### src/sv/blocked_entity_triple_filter_unit_macros.svh
// Assertion macros shared by the filter RTL.
// Expects signals named clk and rst_n in the including scope.
`ifndef BLOCKED_ENTITY_TRIPLE_FILTER_UNIT_MACROS_SVH
`define BLOCKED_ENTITY_TRIPLE_FILTER_UNIT_MACROS_SVH

// Same-cycle implication, checked out of reset.
`define BEF_ASSERT(label, pre, post, msg) \
    label: assert property (@(posedge clk) disable iff (!rst_n) (pre) |-> (post)) \
        else $error(msg);

// Next-cycle implication, checked out of reset.
`define BEF_ASSERT_NEXT(label, pre, post, msg) \
    label: assert property (@(posedge clk) disable iff (!rst_n) (pre) |=> (post)) \
        else $error(msg);

`endif

### src/sv/bef_pkg.sv
// Package for the blocked entity triple filter.
// Types, constants and the hash used by the front, queue and probe engine.
`timescale 1ns / 1ps
`default_nettype none

package bef_pkg;

    localparam int TABLE_SLOTS = 4096;
    localparam int SLOT_AW     = $clog2(TABLE_SLOTS);
    localparam int OCC_W       = SLOT_AW + 1;
    localparam int KEY_W       = 32;
    localparam int STATUS_W    = 3;
    localparam int QUEUE_DEPTH = 2;
    localparam int QUEUE_AW    = $clog2(QUEUE_DEPTH);
    localparam int QUEUE_CW    = $clog2(QUEUE_DEPTH + 1);

    localparam logic KIND_INSERT = 1'b0;
    localparam logic KIND_TRIPLE = 1'b1;

    typedef enum logic [STATUS_W-1:0] {
        ST_INSERTED = 3'd0,
        ST_PRESENT  = 3'd1,
        ST_FULL     = 3'd2,
        ST_KEPT     = 3'd3,
        ST_REJECTED = 3'd4
    } status_t;

    typedef logic [KEY_W-1:0]   key_t;
    typedef logic [SLOT_AW-1:0] slot_t;

    // Classified item as it sits in the queue.
    typedef struct packed {
        logic  kind;
        key_t  key_a;     // first key to probe: insert key or head
        slot_t home_a;
        key_t  head;
        key_t  relation;
        key_t  tail;
        slot_t home_b;    // home slot of the tail
    } cmd_t;

    // Table entry: valid mark and key.
    typedef struct packed {
        logic valid;
        key_t key;
    } entry_t;

    function automatic slot_t home_slot(input key_t key);
        return key[SLOT_AW-1:0] ^ key[KEY_W-1 -: SLOT_AW];
    endfunction

endpackage

`default_nettype wire

### src/sv/bef_queue.sv
// Short command queue between the front stage and the probe engine.
// Depends on bef_pkg.
`timescale 1ns / 1ps
`default_nettype none

module bef_queue
    import bef_pkg::*;
(
    input  wire logic clk,
    input  wire logic rst_n,
    input  wire logic push_valid,
    output logic      push_ready,
    input  wire cmd_t push_cmd,
    output logic      pop_valid,
    input  wire logic pop_ready,
    output cmd_t      pop_cmd
);
    cmd_t                slots_reg [QUEUE_DEPTH];
    logic [QUEUE_AW-1:0] wr_ptr_reg;
    logic [QUEUE_AW-1:0] rd_ptr_reg;
    logic [QUEUE_CW-1:0] count_reg;
    logic                do_push;
    logic                do_pop;

    assign push_ready = count_reg != QUEUE_CW'(QUEUE_DEPTH);
    assign pop_valid  = count_reg != '0;
    assign pop_cmd    = slots_reg[rd_ptr_reg];
    assign do_push    = push_valid && push_ready;
    assign do_pop     = pop_valid && pop_ready;

    always_ff @(posedge clk)
    begin
        if (do_push)
        begin
            slots_reg[wr_ptr_reg] <= push_cmd;
        end
    end

    always_ff @(posedge clk or negedge rst_n)
    begin
        if (!rst_n)
        begin
            wr_ptr_reg <= '0;
            rd_ptr_reg <= '0;
            count_reg  <= '0;
        end
        else
        begin
            if (do_push)
            begin
                wr_ptr_reg <= wr_ptr_reg + 1'b1;
            end
            if (do_pop)
            begin
                rd_ptr_reg <= rd_ptr_reg + 1'b1;
            end
            if (do_push && !do_pop)
            begin
                count_reg <= count_reg + 1'b1;
            end
            else if (do_pop && !do_push)
            begin
                count_reg <= count_reg - 1'b1;
            end
        end
    end
endmodule

`default_nettype wire

### config.mk
export PLATFORM = sky130hd
export DESIGN_NAME = bef_queue
export DESIGN_NICKNAME = d
export VERILOG_FILES = /design/src/sv/blocked_entity_triple_filter_unit_macros.svh /design/src/sv/bef_pkg.sv /design/src/sv/bef_queue.sv
export SDC_FILE = /design/constraint.sdc
export NUM_CORES = 1
export LEC_CHECK = 0
export BUFFER_PORTS_ARGS = -buffer_cell sky130_fd_sc_hd__buf_4
export CORE_MARGIN = 1
export CORE_UTILIZATION = 35
export CTS_BUF_LIST = sky130_fd_sc_hd__clkbuf_2
export CTS_CLUSTER_SIZE = 24
export DETAILED_ROUTE_END_ITERATION = 7
export SETUP_SLACK_MARGIN = 0.05
export SLEW_MARGIN = 40
export SYNTH_ARGS = -nofsm -noshare
export SYNTH_HDL_FRONTEND = slang
export SYNTH_SLANG_ARGS = --single-unit
export TNS_END_PERCENT = 1
### constraint.sdc
create_clock -name clk -period 10.69 [get_ports clk]
set_input_delay 1.069 -clock clk [delete_from_list [all_inputs] [get_ports clk]]
set_output_delay 1.069 -clock clk [all_outputs]
set_load 0.01 [all_outputs]
== After elaboration in Yosys (flattened, before gate mapping) ==
Memories as Yosys holds them, arrays and structs flattened.
Cells that the tools add are included.

* Register bits after elaboration: 4
* Memory bits (writable): 306
* Input bits: 157
* Output and inout bits: 155
* Logic and storage cells: 21
* Memories kept: 1

{| class="wikitable"
|+ Memories
! memory !! words !! bits a word !! read ports !! clocked after Yosys merged registers in !! write ports !! RTL line !! text
|-
| slots_reg || 2 || 153 || 1 || 0 || 1 || bef_queue.sv:18 || <nowiki>cmd_t slots_reg [QUEUE_DEPTH];</nowiki>
|}

* Add/sub/neg operators: 4
* Equal/unequal tests: 1
* Multiplexer cells: 4
* Reduce and logical (&&, ||, !) cells: 8

{| class="wikitable"
|+ Operators with widths
! operator !! count
|-
| 1-bit logical AND || 4
|-
| 2-bit 2-to-1 mux || 2
|-
| 2-bit nonzero test || 2
|-
| 1-bit adder (second input constant) || 2
|-
| 2-bit by 1-bit adder with 2-bit output (second input constant) || 1
|-
| 1-bit zero test || 2
|-
| 1-bit 2-to-1 mux || 2
|-
| 2-bit != test (second input constant) || 1
|-
| 2-bit by 1-bit subtractor with 2-bit output (second input constant) || 1
|}

== Longest topological paths before layout ==
* Depth after elaboration: 6
* Gate-level depth with buffers: 7
* Mapped depth without buffers: 7

== Worst setup path after synthesis ==
Ideal clock, no wire load.

* Path type: input to register
* From: input port push_valid
* To: memory slots_reg[0][0] (netlist bit), enable pin
* Arrival time: 7.511 ns
* Setup slack: 2.511 ns
* Stages on the path: 2
* Path buffers: 0
* Path through: nand2_1 > nor2_1

* Word-level cells in the longest chain between the ends: 3

{| class="wikitable"
|+ RTL lines
! what !! RTL line !! text
|-
| start, declared || bef_queue.sv:11 || <nowiki>input wire logic push_valid,</nowiki>
|-
| 1-bit logical AND || bef_queue.sv:28 || <nowiki>assign do_push = push_valid && push_ready;</nowiki>
|-
| 1-bit 2-to-1 mux || bef_queue.sv:33 || <nowiki>if (do_push)</nowiki>
|-
| 1-bit 2-to-1 mux (implied by the code) || bef_queue.sv:35 || <nowiki>slots_reg[wr_ptr_reg] <= push_cmd;</nowiki>
|-
| end, declared || bef_queue.sv:18 ||
|}

No other way between the ends.

==> impl_metrics.yaml <==
global_route:
  grt_pass1_vias: 6323
  grt-ovfl-total: 0
  grt_usage_pct: 13.60
  grt_first_pass_wirelength_um: 34530
  antenna_found_initial: 1
  grt_max_degree: 71
clock_network:
  cts-resized-gates: 0
  cts_buffers: 81
  postCtsHoldBufs: 1
  tritoncts: "built"
  clockRootBuffer: "clkbuf_2"
  path_clk_slew_ps: 110
  cts.sinks: 310
  htreeDepth: 3
  clk-insertion-delay-late_ps: 810
  clock_path_buffers: 3
  cts_setup_buffers: 0
yosys:
  synth_top_area_cell: "edfxtp_1"
  synthCells: 494
  synth_area_per_cell_um2: 23.21
  synth_ff_type: "edfxtp_1"
  synth_seq_cells: 310
  synth_most_common_cell: "edfxtp_1"
  synth_area_leaders: "edfxtp_1 80%, mux2_2 9.1%, mux2_4 7.9%"
  synth_fp_nets: 652
  synth-edff-count: 306
  yosysWarnings: 0
  synthArstFlopShare_pct: 1.290
  synth_cell_types: 15
  ys_top_cells_by_count: "306 x edfxtp_1, 93 x mux2_2, 60 x mux2_4"
  seq_area_frac_synth_pct: 81.01
  synth_area_um2: 11470
  netlist.area_leader.share_pct: 80.14
finish:
  final_cell_count_no_fill: 1364
  area_delta_synth_final_pct: 30.81
  largest_reg_flops: 306
  final.fill_count: 2846
  final_nets: 1036
  drive_above_1_share_pct: 64.72
  final_util_pct: 47.04
timing:
  clock.fmax_mhz: 256.5
  finClkSkew_ps: 28.15
  tns_ps: 0
  hold_viol_final: 0
  tightestPinTransition_ps: 788.3
  report.final.setup_viol: 0
  maxSlewViolCount: 0
  rsz0062_at_grt: "no"
  timing.final.crit_period_ps: 3899
  relSlewSlack_pct: 47.45
  period_share_pct: 36.48
  hold_ws_ps: 415.4
outcome:
  run_status: "completed"
setup_path:
  required_ps: 9620
  r2r-end: "slots_reg[1][127]"
  regToRegSetupSlack_ps: 8270
  arrival_ps: 2830
  cp_num_buf_inv: 2
  r2r_cells: 3
  crit_chain: "buf_6 -> mux2_2 -> buf_4"
  rr_startpoint: "count_reg[0]"
  critPathTopFamily: "flip-flops"
  start_kind: "register"
  cpMaxStageDelayCell: "dfrtp_4"
  slowest_delay_ps: 760
  crit_fanout: 63
  path_class: "register to primary output"
  cp-end-kind: "primary output"
power_and_ir_drop:
  power_mw: 3.875
  power_density_nw_per_um2: 258.4
  power.leakage_nw: 5.880
  vdd_ir_drop_max_mv: 0.1141
route:
  totalWireLength_um: 23240
  drt_iter0_drc: 258
  firstDrtPassIters: 4
  top_layer: "met4"
  drc_errors: 0
  dr_wl_met3_um: 2078
  met2_length_um: 11410
  wire_per_inst_um: 17.04
  ant_nets: 0
  wl_met1_um: 9249
  vias: 5917
  vias_per_cell: 4.338
hold_path:
  whs_endpoint: "slots_reg[0][118]"
  min_from: "push_cmd[118]"
  holdPathStages: 1
  hold_class: "input port to register"
die:
  dieArea_um2: 33490
  dieWidth_um: 183.0
  initial_core_util_pct: 35.97
  io_pins: 312
  placementRows: 65
  core_um2: 31880
  die_y_um: 183.0
place:
  place_congestion: 0.7120
  dp_hpwl_um: 14740
  io_buffers: 311
  dp.cells: 1229
flow_run:
  cap_violations: 0
## layer usage
layer  vias to the layer above  track usage, %
li1                       2781               -
met1                      2854           15.64
met2                       236           21.89
met3                        46           6.017
met4                         0           6.133
met5                         -               0
## where the power goes
| part | internal (mW) | switching (mW) | leakage [nW] |
|---|---|---|---|
| registers | 1.66 | 0.0823 | 2.89 |
| logic | 0.709 | 0.640 | 2.44 |
| clock network | 0.339 | 0.444 | 0.553 |
## cells in the final DEF, fill, tap and decap left out
cell,netlist,layout
buf_4,0,313
edfxtp_1,306,306
clkbuf_2,0,119
mux2_2,93,93
mux2_4,60,60
clkinv_1,0,6
inv_2,0,5
buf_6,8,4
xnor2_1,3,3
dfrtp_1,4,3
diode_2,0,2
nand2_1,2,2
xor2_1,2,2
bufinv_16,0,2
nand2b_1,1,1
inv_1,1,1
or2_2,1,1
and3_4,0,1
nor2_4,0,1
nor2_1,2,1
ha_1,1,1
dlygate4sd3_1,0,1
dfrtp_4,0,1
## final cells by class
class | instances | area (µm²) | share of cell area (%)
well taps | 435 | 544.3 | 3.629
multi-input cells | 166 | 2051 | 13.67
clock buffers | 119 | 595.6 | 3.971
clock inverters | 13 | 101.3 | 0.6757
repair buffers | 318 | 2405 | 16.03
inverters | 1 | 3.754 | 0.02503
diodes | 2 | 5.005 | 0.03337
flip-flops and latches | 310 | 9293 | 61.96
## worst max path at each step
stage	start	endpoint	slack (ps)	cells after the start
6_report	rd_ptr_reg	pop_cmd[48]	6790	3
2_1_floorplan	push_valid	slots_reg[0][0]	2510	2
5_1_grt	rd_ptr_reg	pop_cmd[48]	6500	3
4_1_cts	rd_ptr_reg	pop_cmd[44]	6570	3
3_5_place_dp	rd_ptr_reg	pop_cmd[48]	7560	3
3_3_place_gp	rd_ptr_reg	pop_cmd[43]	7330	3
## worst reg2reg max path, delay by kind of cell, from the launching register on
kind	cells	cell delay (ps)
DFF	1	420
and+or+nand+nor	2	830
buffers and inverters	1	760
## cells by family after synthesis
logic type | synth area share (%)
xor+xnor | 0.3820
fa+ha+maj | 0.1091
buf+inv | 1.211
flops | 81.01
mux | 16.99
simple gates | 0.2948
## per-stage QoR
stage	cell area, µm²	worst slack [ps]
after floorplan	11470	2511
after global placement	14270	7326
after detailed placement	14290	7561
after CTS	14990	6570
after global routing	15000	6503
final	15000	6791
No activity file was read; power rests on OpenSTA's default activity.
