**src/sv/blocked_entity_triple_filter_unit_macros.svh**
```systemverilog
// Assertion macros shared by the filter RTL.
// Expects signals named clk and rst_n in the including scope.
`ifndef BLOCKED_ENTITY_TRIPLE_FILTER_UNIT_MACROS_SVH
`define BLOCKED_ENTITY_TRIPLE_FILTER_UNIT_MACROS_SVH

// Same-cycle implication, checked out of reset.
`define BEF_ASSERT(label, pre, post, msg) \
    label: assert property (@(posedge clk) disable iff (!rst_n) (pre) |-> (post)) \
        else $error(msg);

// Next-cycle implication, checked out of reset.
`define BEF_ASSERT_NEXT(label, pre, post, msg) \
    label: assert property (@(posedge clk) disable iff (!rst_n) (pre) |=> (post)) \
        else $error(msg);

`endif

```
**src/sv/bef_pkg.sv**
```systemverilog
// Package for the blocked entity triple filter.
// Types, constants and the hash used by the front, queue and probe engine.
`timescale 1ns / 1ps
`default_nettype none

package bef_pkg;

    localparam int TABLE_SLOTS = 4096;
    localparam int SLOT_AW     = $clog2(TABLE_SLOTS);
    localparam int OCC_W       = SLOT_AW + 1;
    localparam int KEY_W       = 32;
    localparam int STATUS_W    = 3;
    localparam int QUEUE_DEPTH = 2;
    localparam int QUEUE_AW    = $clog2(QUEUE_DEPTH);
    localparam int QUEUE_CW    = $clog2(QUEUE_DEPTH + 1);

    localparam logic KIND_INSERT = 1'b0;
    localparam logic KIND_TRIPLE = 1'b1;

    typedef enum logic [STATUS_W-1:0] {
        ST_INSERTED = 3'd0,
        ST_PRESENT  = 3'd1,
        ST_FULL     = 3'd2,
        ST_KEPT     = 3'd3,
        ST_REJECTED = 3'd4
    } status_t;

    typedef logic [KEY_W-1:0]   key_t;
    typedef logic [SLOT_AW-1:0] slot_t;

    // Classified item as it sits in the queue.
    typedef struct packed {
        logic  kind;
        key_t  key_a;     // first key to probe: insert key or head
        slot_t home_a;
        key_t  head;
        key_t  relation;
        key_t  tail;
        slot_t home_b;    // home slot of the tail
    } cmd_t;

    // Table entry: valid mark and key.
    typedef struct packed {
        logic valid;
        key_t key;
    } entry_t;

    function automatic slot_t home_slot(input key_t key);
        return key[SLOT_AW-1:0] ^ key[KEY_W-1 -: SLOT_AW];
    endfunction

endpackage

`default_nettype wire

```
**src/sv/bef_item_if.sv**
```systemverilog
// Input channel of the filter: valid/ready plus one item.
// Depends on bef_pkg.
`timescale 1ns / 1ps
`default_nettype none

interface bef_item_if
    import bef_pkg::*;
();
    logic       valid;
    logic       ready;
    logic       kind;
    logic [KEY_W-1:0] entity_key;
    logic [KEY_W-1:0] head_id;
    logic [KEY_W-1:0] relation_id;
    logic [KEY_W-1:0] tail_id;

    modport source (output valid, kind, entity_key, head_id, relation_id, tail_id,
                    input ready);
    modport sink   (input valid, kind, entity_key, head_id, relation_id, tail_id,
                    output ready);
endinterface

`default_nettype wire

```
**src/sv/bef_front.sv**
```systemverilog
// Front stage: accepts items, classifies them and hashes their keys.
// Depends on bef_pkg and bef_item_if.
`timescale 1ns / 1ps
`default_nettype none

module bef_front
    import bef_pkg::*;
(
    input  wire logic   clk,
    input  wire logic   rst_n,
    bef_item_if.sink    item_in,
    output logic        push_valid,
    input  wire logic   push_ready,
    output cmd_t        push_cmd
);
    logic valid_reg;
    logic valid_next;
    cmd_t cmd_reg;
    cmd_t cmd_next;
    logic take;

    assign item_in.ready = !valid_reg || push_ready;
    assign take          = item_in.valid && item_in.ready;

    always_comb
    begin
        valid_next = valid_reg;
        cmd_next   = cmd_reg;
        if (push_ready)
        begin
            valid_next = 1'b0;
        end
        if (take)
        begin
            valid_next        = 1'b1;
            cmd_next.kind     = item_in.kind;
            cmd_next.head     = item_in.head_id;
            cmd_next.relation = item_in.relation_id;
            cmd_next.tail     = item_in.tail_id;
            cmd_next.home_b   = home_slot(item_in.tail_id);
            if (item_in.kind == KIND_INSERT)
            begin
                cmd_next.key_a  = item_in.entity_key;
                cmd_next.home_a = home_slot(item_in.entity_key);
            end
            else
            begin
                cmd_next.key_a  = item_in.head_id;
                cmd_next.home_a = home_slot(item_in.head_id);
            end
        end
    end

    always_ff @(posedge clk or negedge rst_n)
    begin
        if (!rst_n)
        begin
            valid_reg <= 1'b0;
            cmd_reg   <= '0;
        end
        else
        begin
            valid_reg <= valid_next;
            cmd_reg   <= cmd_next;
        end
    end

    assign push_valid = valid_reg;
    assign push_cmd   = cmd_reg;
endmodule

`default_nettype wire

```
**src/flat_wrapper.sv**
```systemverilog
// flat-port wrapper written by rule: the top's interface ports become plain ports
module bef_front_flat import bef_pkg::*;
  (clk, rst_n, push_valid, push_ready, push_cmd, item_in_valid, item_in_kind, item_in_entity_key, item_in_head_id, item_in_relation_id, item_in_tail_id, item_in_ready);
  bef_item_if item_in_i ();
  input  wire logic clk;
  input  wire logic rst_n;
  output logic push_valid;
  input  wire logic push_ready;
  output cmd_t push_cmd;
  input wire logic [$bits(item_in_i.valid)-1:0] item_in_valid;
  input wire logic [$bits(item_in_i.kind)-1:0] item_in_kind;
  input wire logic [$bits(item_in_i.entity_key)-1:0] item_in_entity_key;
  input wire logic [$bits(item_in_i.head_id)-1:0] item_in_head_id;
  input wire logic [$bits(item_in_i.relation_id)-1:0] item_in_relation_id;
  input wire logic [$bits(item_in_i.tail_id)-1:0] item_in_tail_id;
  output wire logic [$bits(item_in_i.ready)-1:0] item_in_ready;
  assign item_in_i.valid = item_in_valid;
  assign item_in_i.kind = item_in_kind;
  assign item_in_i.entity_key = item_in_entity_key;
  assign item_in_i.head_id = item_in_head_id;
  assign item_in_i.relation_id = item_in_relation_id;
  assign item_in_i.tail_id = item_in_tail_id;
  assign item_in_ready = item_in_i.ready;
  bef_front u_core (.clk(clk), .rst_n(rst_n), .item_in(item_in_i), .push_valid(push_valid), .push_ready(push_ready), .push_cmd(push_cmd));
endmodule
```
**config.mk**
```make
export PLATFORM = sky130hd
export DESIGN_NAME = bef_front_flat
export DESIGN_NICKNAME = d
export VERILOG_FILES = /design/src/sv/blocked_entity_triple_filter_unit_macros.svh /design/src/sv/bef_pkg.sv /design/src/sv/bef_item_if.sv /design/src/sv/bef_front.sv /design/src/flat_wrapper.sv
export SDC_FILE = /design/constraint.sdc
export NUM_CORES = 1
export LEC_CHECK = 0
export ABC_AREA = 1
export BUFFER_PORTS_ARGS = -buffer_cell sky130_fd_sc_hd__buf_4
export CAP_MARGIN = 30
export CORE_ASPECT_RATIO = 0.9
export CORE_MARGIN = 1
export CORE_UTILIZATION = 52
export CTS_CLUSTER_DIAMETER = 120
export CTS_CLUSTER_SIZE = 20
export DETAILED_ROUTE_END_ITERATION = 10
export PLACE_DENSITY = 0.91
export SKIP_LAST_GASP = 1
export SYNTH_ARGS = -nofsm -noshare
export SYNTH_HDL_FRONTEND = slang
export SYNTH_SLANG_ARGS = --single-unit
```
**constraint.sdc**
```tcl
create_clock -name clk -period 3.37 [get_ports clk]
set_clock_uncertainty 0.1 [all_clocks]
set_input_delay 0.337 -clock clk [delete_from_list [all_inputs] [get_ports clk]]
set_output_delay 0.337 -clock clk [all_outputs]
set_load 0.01 [all_outputs]
```
; ---- Word-level counts from Yosys, hierarchy flattened
; Index checks and enable logic that the tools add are counted.
; Widths: inputs -> output; s select.
[totals]
regBits = 154
latchBits = 0
mem_bits_rw = 0
rom_bits = 0
in_bits = 133
out_inout_bits = 155
wordCells = 18
memories = 0
[classes]
n_addsub = 0
n_mul = 0
div_mod_pow = 0
magnitude_cmp = 0
eq_ne = 0
n_shift = 0
mux = 3
bitwise = 3
n_reduce_logical = 4
[ops]
columns = operator, n
row1 = $mux 44, 1
row2 = $xor 12x12->12, 3
row3 = $mux 1, 2
row4 = $reduce_bool 2->1, 1
row5 = $logic_and 1x1->1, 1
row6 = $logic_not 1->1, 1
row7 = $logic_or 1x1->1, 1

; ---- Logic depth before layout (Yosys ltp)
[depth]
ltp_word = 4
mapped_depth = 8
ltp_nobuf = 6

; ---- Worst setup path after synthesis
; No wires, ideal clock.
[synth_timing]
path_kind = register to register
start = reg u_core.valid_reg (netlist: u_core.push_valid)
end = reg u_core.cmd_reg, in the netlist u_core.push_cmd[119]
setup_time_ps = 117
arrival_ps = 1111
required_time_ps = 3153
slack_ps = 2042
path_stages_with_launch = 8
n_path_buf = 3
synth_period_minus_slack_ps = 1328
path_cell_list = dfrtp_1 -> nand2_2 -> nand2_2 -> buf_4 -> buf_6 -> buf_6 -> nand2_1 -> nand2_1
[synth_via]
elab_chain_cells = 3
[synth_lines]
columns = item, line_no
row1 = from (decl), bef_front.sv:16  ; logic valid_reg;
row2 = from (signal assigned), bef_front.sv:63  ; valid_reg <= valid_next;
row3 = $logic_not 1->1, bef_front.sv:22  ; assign item_in.ready = !valid_reg || push_ready;
row4 = $logic_or 1x1->1, bef_front.sv:22
row5 = net item_in_ready, flat_wrapper.sv:16  ; output wire logic [$bits(item_in_i.ready)-1:0] item_in_ready;
row6 = $logic_and 1x1->1, bef_front.sv:23  ; assign take = item_in.valid && item_in.ready;
row7 = to (signal assigned), bef_front.sv:64  ; cmd_reg <= cmd_next;
row8 = to (decl), bef_front.sv:18  ; cmd_t cmd_reg;
; The timed path passes the listed nets, and every way through them passes these cells.
; A chain may end at the register's enable or synchronous reset.

; ---- Worst setup path after layout
[layout_timing]
start = reg u_core.valid_reg (netlist: u_core.push_valid)
end = reg u_core.cmd_reg, in the netlist u_core.push_cmd[151]
[layout_via]
elab_chain_cells = 3
[layout_lines]
columns = item, line_no
row1 = $logic_not 1->1, bef_front.sv:22
row2 = $logic_or 1x1->1, bef_front.sv:22
row3 = $logic_and 1x1->1, bef_front.sv:23
; Every way passes these cells.

==> impl_metrics.toml <==
[timing]
setup_ws_ps = 1510
worstMarginPinSlew_ps = 975
hold_viol = 0
rsz0062_at_grt = "false"
fin_setup_tns_ps = 0
setup_viol = 0
final_max_slew_viol_count = 0
period_share = 0.553
slew_headroom = 0.349
period_minus_slack_ps = 1860
fmaxAchievable_mhz = 536

[critical_path]
crit_fanout = 93
max_stage_delay_ps = 400
path_common_cell = "nand2_1"
worst-path-buf-inv = 2
crit_arrival_ps = 2130
crit_path_top_delay_cell = "buf_4"
cp-end-kind = "flop"
worstSetupPathType = "flop to flop"
cp.depth = 6
crit_family = "simple AND/OR/NAND/NOR gates"
ff2ff_path_depth = 6
required_ps = 3630
path_cells = "nand2_2 > nand2_8 > clkinv_2 > buf_4 > nand2_1 > nand2_1"
startpoint_type = "flop"

[power_and_ir_drop]
irDropWorstVdd_mv = 0.383
p_comb_frac = 0.229
seq_power_share = 0.426
p_sw_frac = 0.284
p_leak_uw = 0.00539
power_frac_clock = 0.346
total_power_uw = 5360
cellPowerDensity_nw_per_um2 = 559
p_int_uw = 3840
p_sw_uw = 1520

[clocking]
clock-sinks = 154
cts_root_buf = "clkbuf_16"
cts_resized = 0
clk_latency_ps = 430
cts_max_path_buffers = 2
cts_made_buffers = 17
htreeDepth = 4
clk_transition_reported_paths_ps = 60
cts_tree = "done"

[place]
placed_area_um2 = 8850
place_ws_ps = 1430
portBuffers = 287
dpl.hpwl_um = 13100
place_congestion = 0.869

[finish]
syn2layout_area_growth_pct = 43.2
final_common_cell = "nand2_1"
final_util = 0.778
antenna_cells = 0
final_cell_mix = "nand2_1, buf_4, dfrtp_1, o21ai_0, inv_1"
nets = 1237
post-route-cell-area_um2 = 9580
drive_gt1_frac = 0.291
n_fill_cell = 868

[routing]
routed_wl_um = 19100
first_pass_iters = 5
viasPerCell = 5.02
wire_per_inst_um = 15.0
drtIter0Drc = 507
drc = 0
ant_nets = 0
via_count = 6413

[yosys]
syn_nets = 954
ys.warnings.count = 0
synth_area_um2 = 6700
synth-seq-area-share = 0.576
syn_area_per_cell_um2 = 8.15
synth_seq_cells = 154
postSynthCellCount = 821
synth_cell_types = 13

[floorplanning]
die_area_um2 = 13300
core_um2 = 12300
initial_core_util = 0.544
die_h_um = 110
ios = 288
placementRows = 38
die_w_um = 122

[global_route]
antenna_found_initial = 0
grtUsageTotal = 0.298
grt_pass1_vias = 6112
grt_max_degree = 109
overflow = 0
grt_pass1_wl_um = 29900

[worst_hold_path]
hold_path_depth = 3
hold_path_class = "input port to flop"

[status]
status = "finished, final reports clean"

[run]
drv_cap = 0
==> flip-flops by register name, summed over array words and instances (netlist names) <==
register / cells
u_core.push_cmd: 153
u_core.push_valid: 1
==> synth_stat cells <==
master	number	area [um^2]
buf_2	12	60.1
buf_6	13	146
dfrtp_1	154	3850
nand3_1	36	180
buf_4	4	30.0
clkbuf_1	14	52.6
inv_2	1	3.75
nand2_2	2	12.5
o21ai_2	1	8.76
inv_1	58	218
o21ai_0	76	380
nand2_1	438	1640
xnor2_1	12	105
==> final timing paths <==
check	slack, ps	to	from
max	1510	u_core.push_cmd[151]$_DFFE_PN0P_	u_core.push_valid$_DFFE_PN0P_
min	10	u_core.push_cmd[31]$_DFFE_PN0P_	item_in_tail_id[19]
max reg2reg	1510	u_core.push_cmd[151]$_DFFE_PN0P_	u_core.push_valid$_DFFE_PN0P_
min reg2reg	380	u_core.push_cmd[130]$_DFFE_PN0P_	u_core.push_cmd[130]$_DFFE_PN0P_
max in group asynchronous	1850	u_core.push_cmd[47]$_DFFE_PN0P_	rst_n
min in group asynchronous	470	u_core.push_cmd[121]$_DFFE_PN0P_	rst_n
==> tightest hold or removal path: cells and delay by family <==
family | cells | cell delay (ps)
buffers and inverters | 1 | 80
and+or+nand+nor | 2 | 100
==> kinds of logic (layout without fill, tap and decap cells) <==
logic type,count (synthesis),after routing,synth area share
xor gates and xnor gates,12,12,0.0157
and+or+nand+nor,476,476,0.274
buffers and inverters,102,398,0.0762
AOI/OAI and AO/OA,77,77,0.0581
DFF,154,154,0.576
==> layer usage <==
metal	wire, um	track usage	up-vias
li1	-	-	3067
met1	7380	0.343	3022
met2	9570	0.497	254
met3	1300	0.0908	70
met4	894	0.168	0
met5	0	0	-
==> area by class of cell <==
cell class                 count  area (um^2)  share of cell area
multi-input combinational    565         2340               0.245
clock buffer                  26          519              0.0542
tap                          160          200              0.0209
timing repair buffer         307         2380               0.249
sequential                   154         3850               0.402
clock inverter                 6         60.1             0.00627
inverter                      59          223              0.0232
==> stage by stage <==
| step | std cells | hold slack (ps) |
|---|---|---|
| after floorplan | 821 | -58.6 |
| after global placement | 1230 | 363 |
| after detailed placement | 1230 | 366 |
| after CTS | 1277 | 0.243 |
| after global routing | 1277 | 4.32 |
| final | 1277 | 11.4 |
==> power by group through the flow <==
stage / clock, uW / sequential (uW) / combinational (uW)
3_3_place_gp: 0 / 2290 / 1180
3_5_place_dp: 0 / 2300 / 1210
2_1_floorplan: 0 / 2410 / 389
6_report: 1850 / 2280 / 1230
4_1_cts: 1880 / 2280 / 1240
5_1_grt: 1960 / 2310 / 1350
==> timing repair <==
item | CTS | global route
buffers inserted | 0 | 0
endpoints found under the hold margin | 111 | 0
hold buffers | 15 | 0
Note: power is estimated with default switching activity, not from simulation.
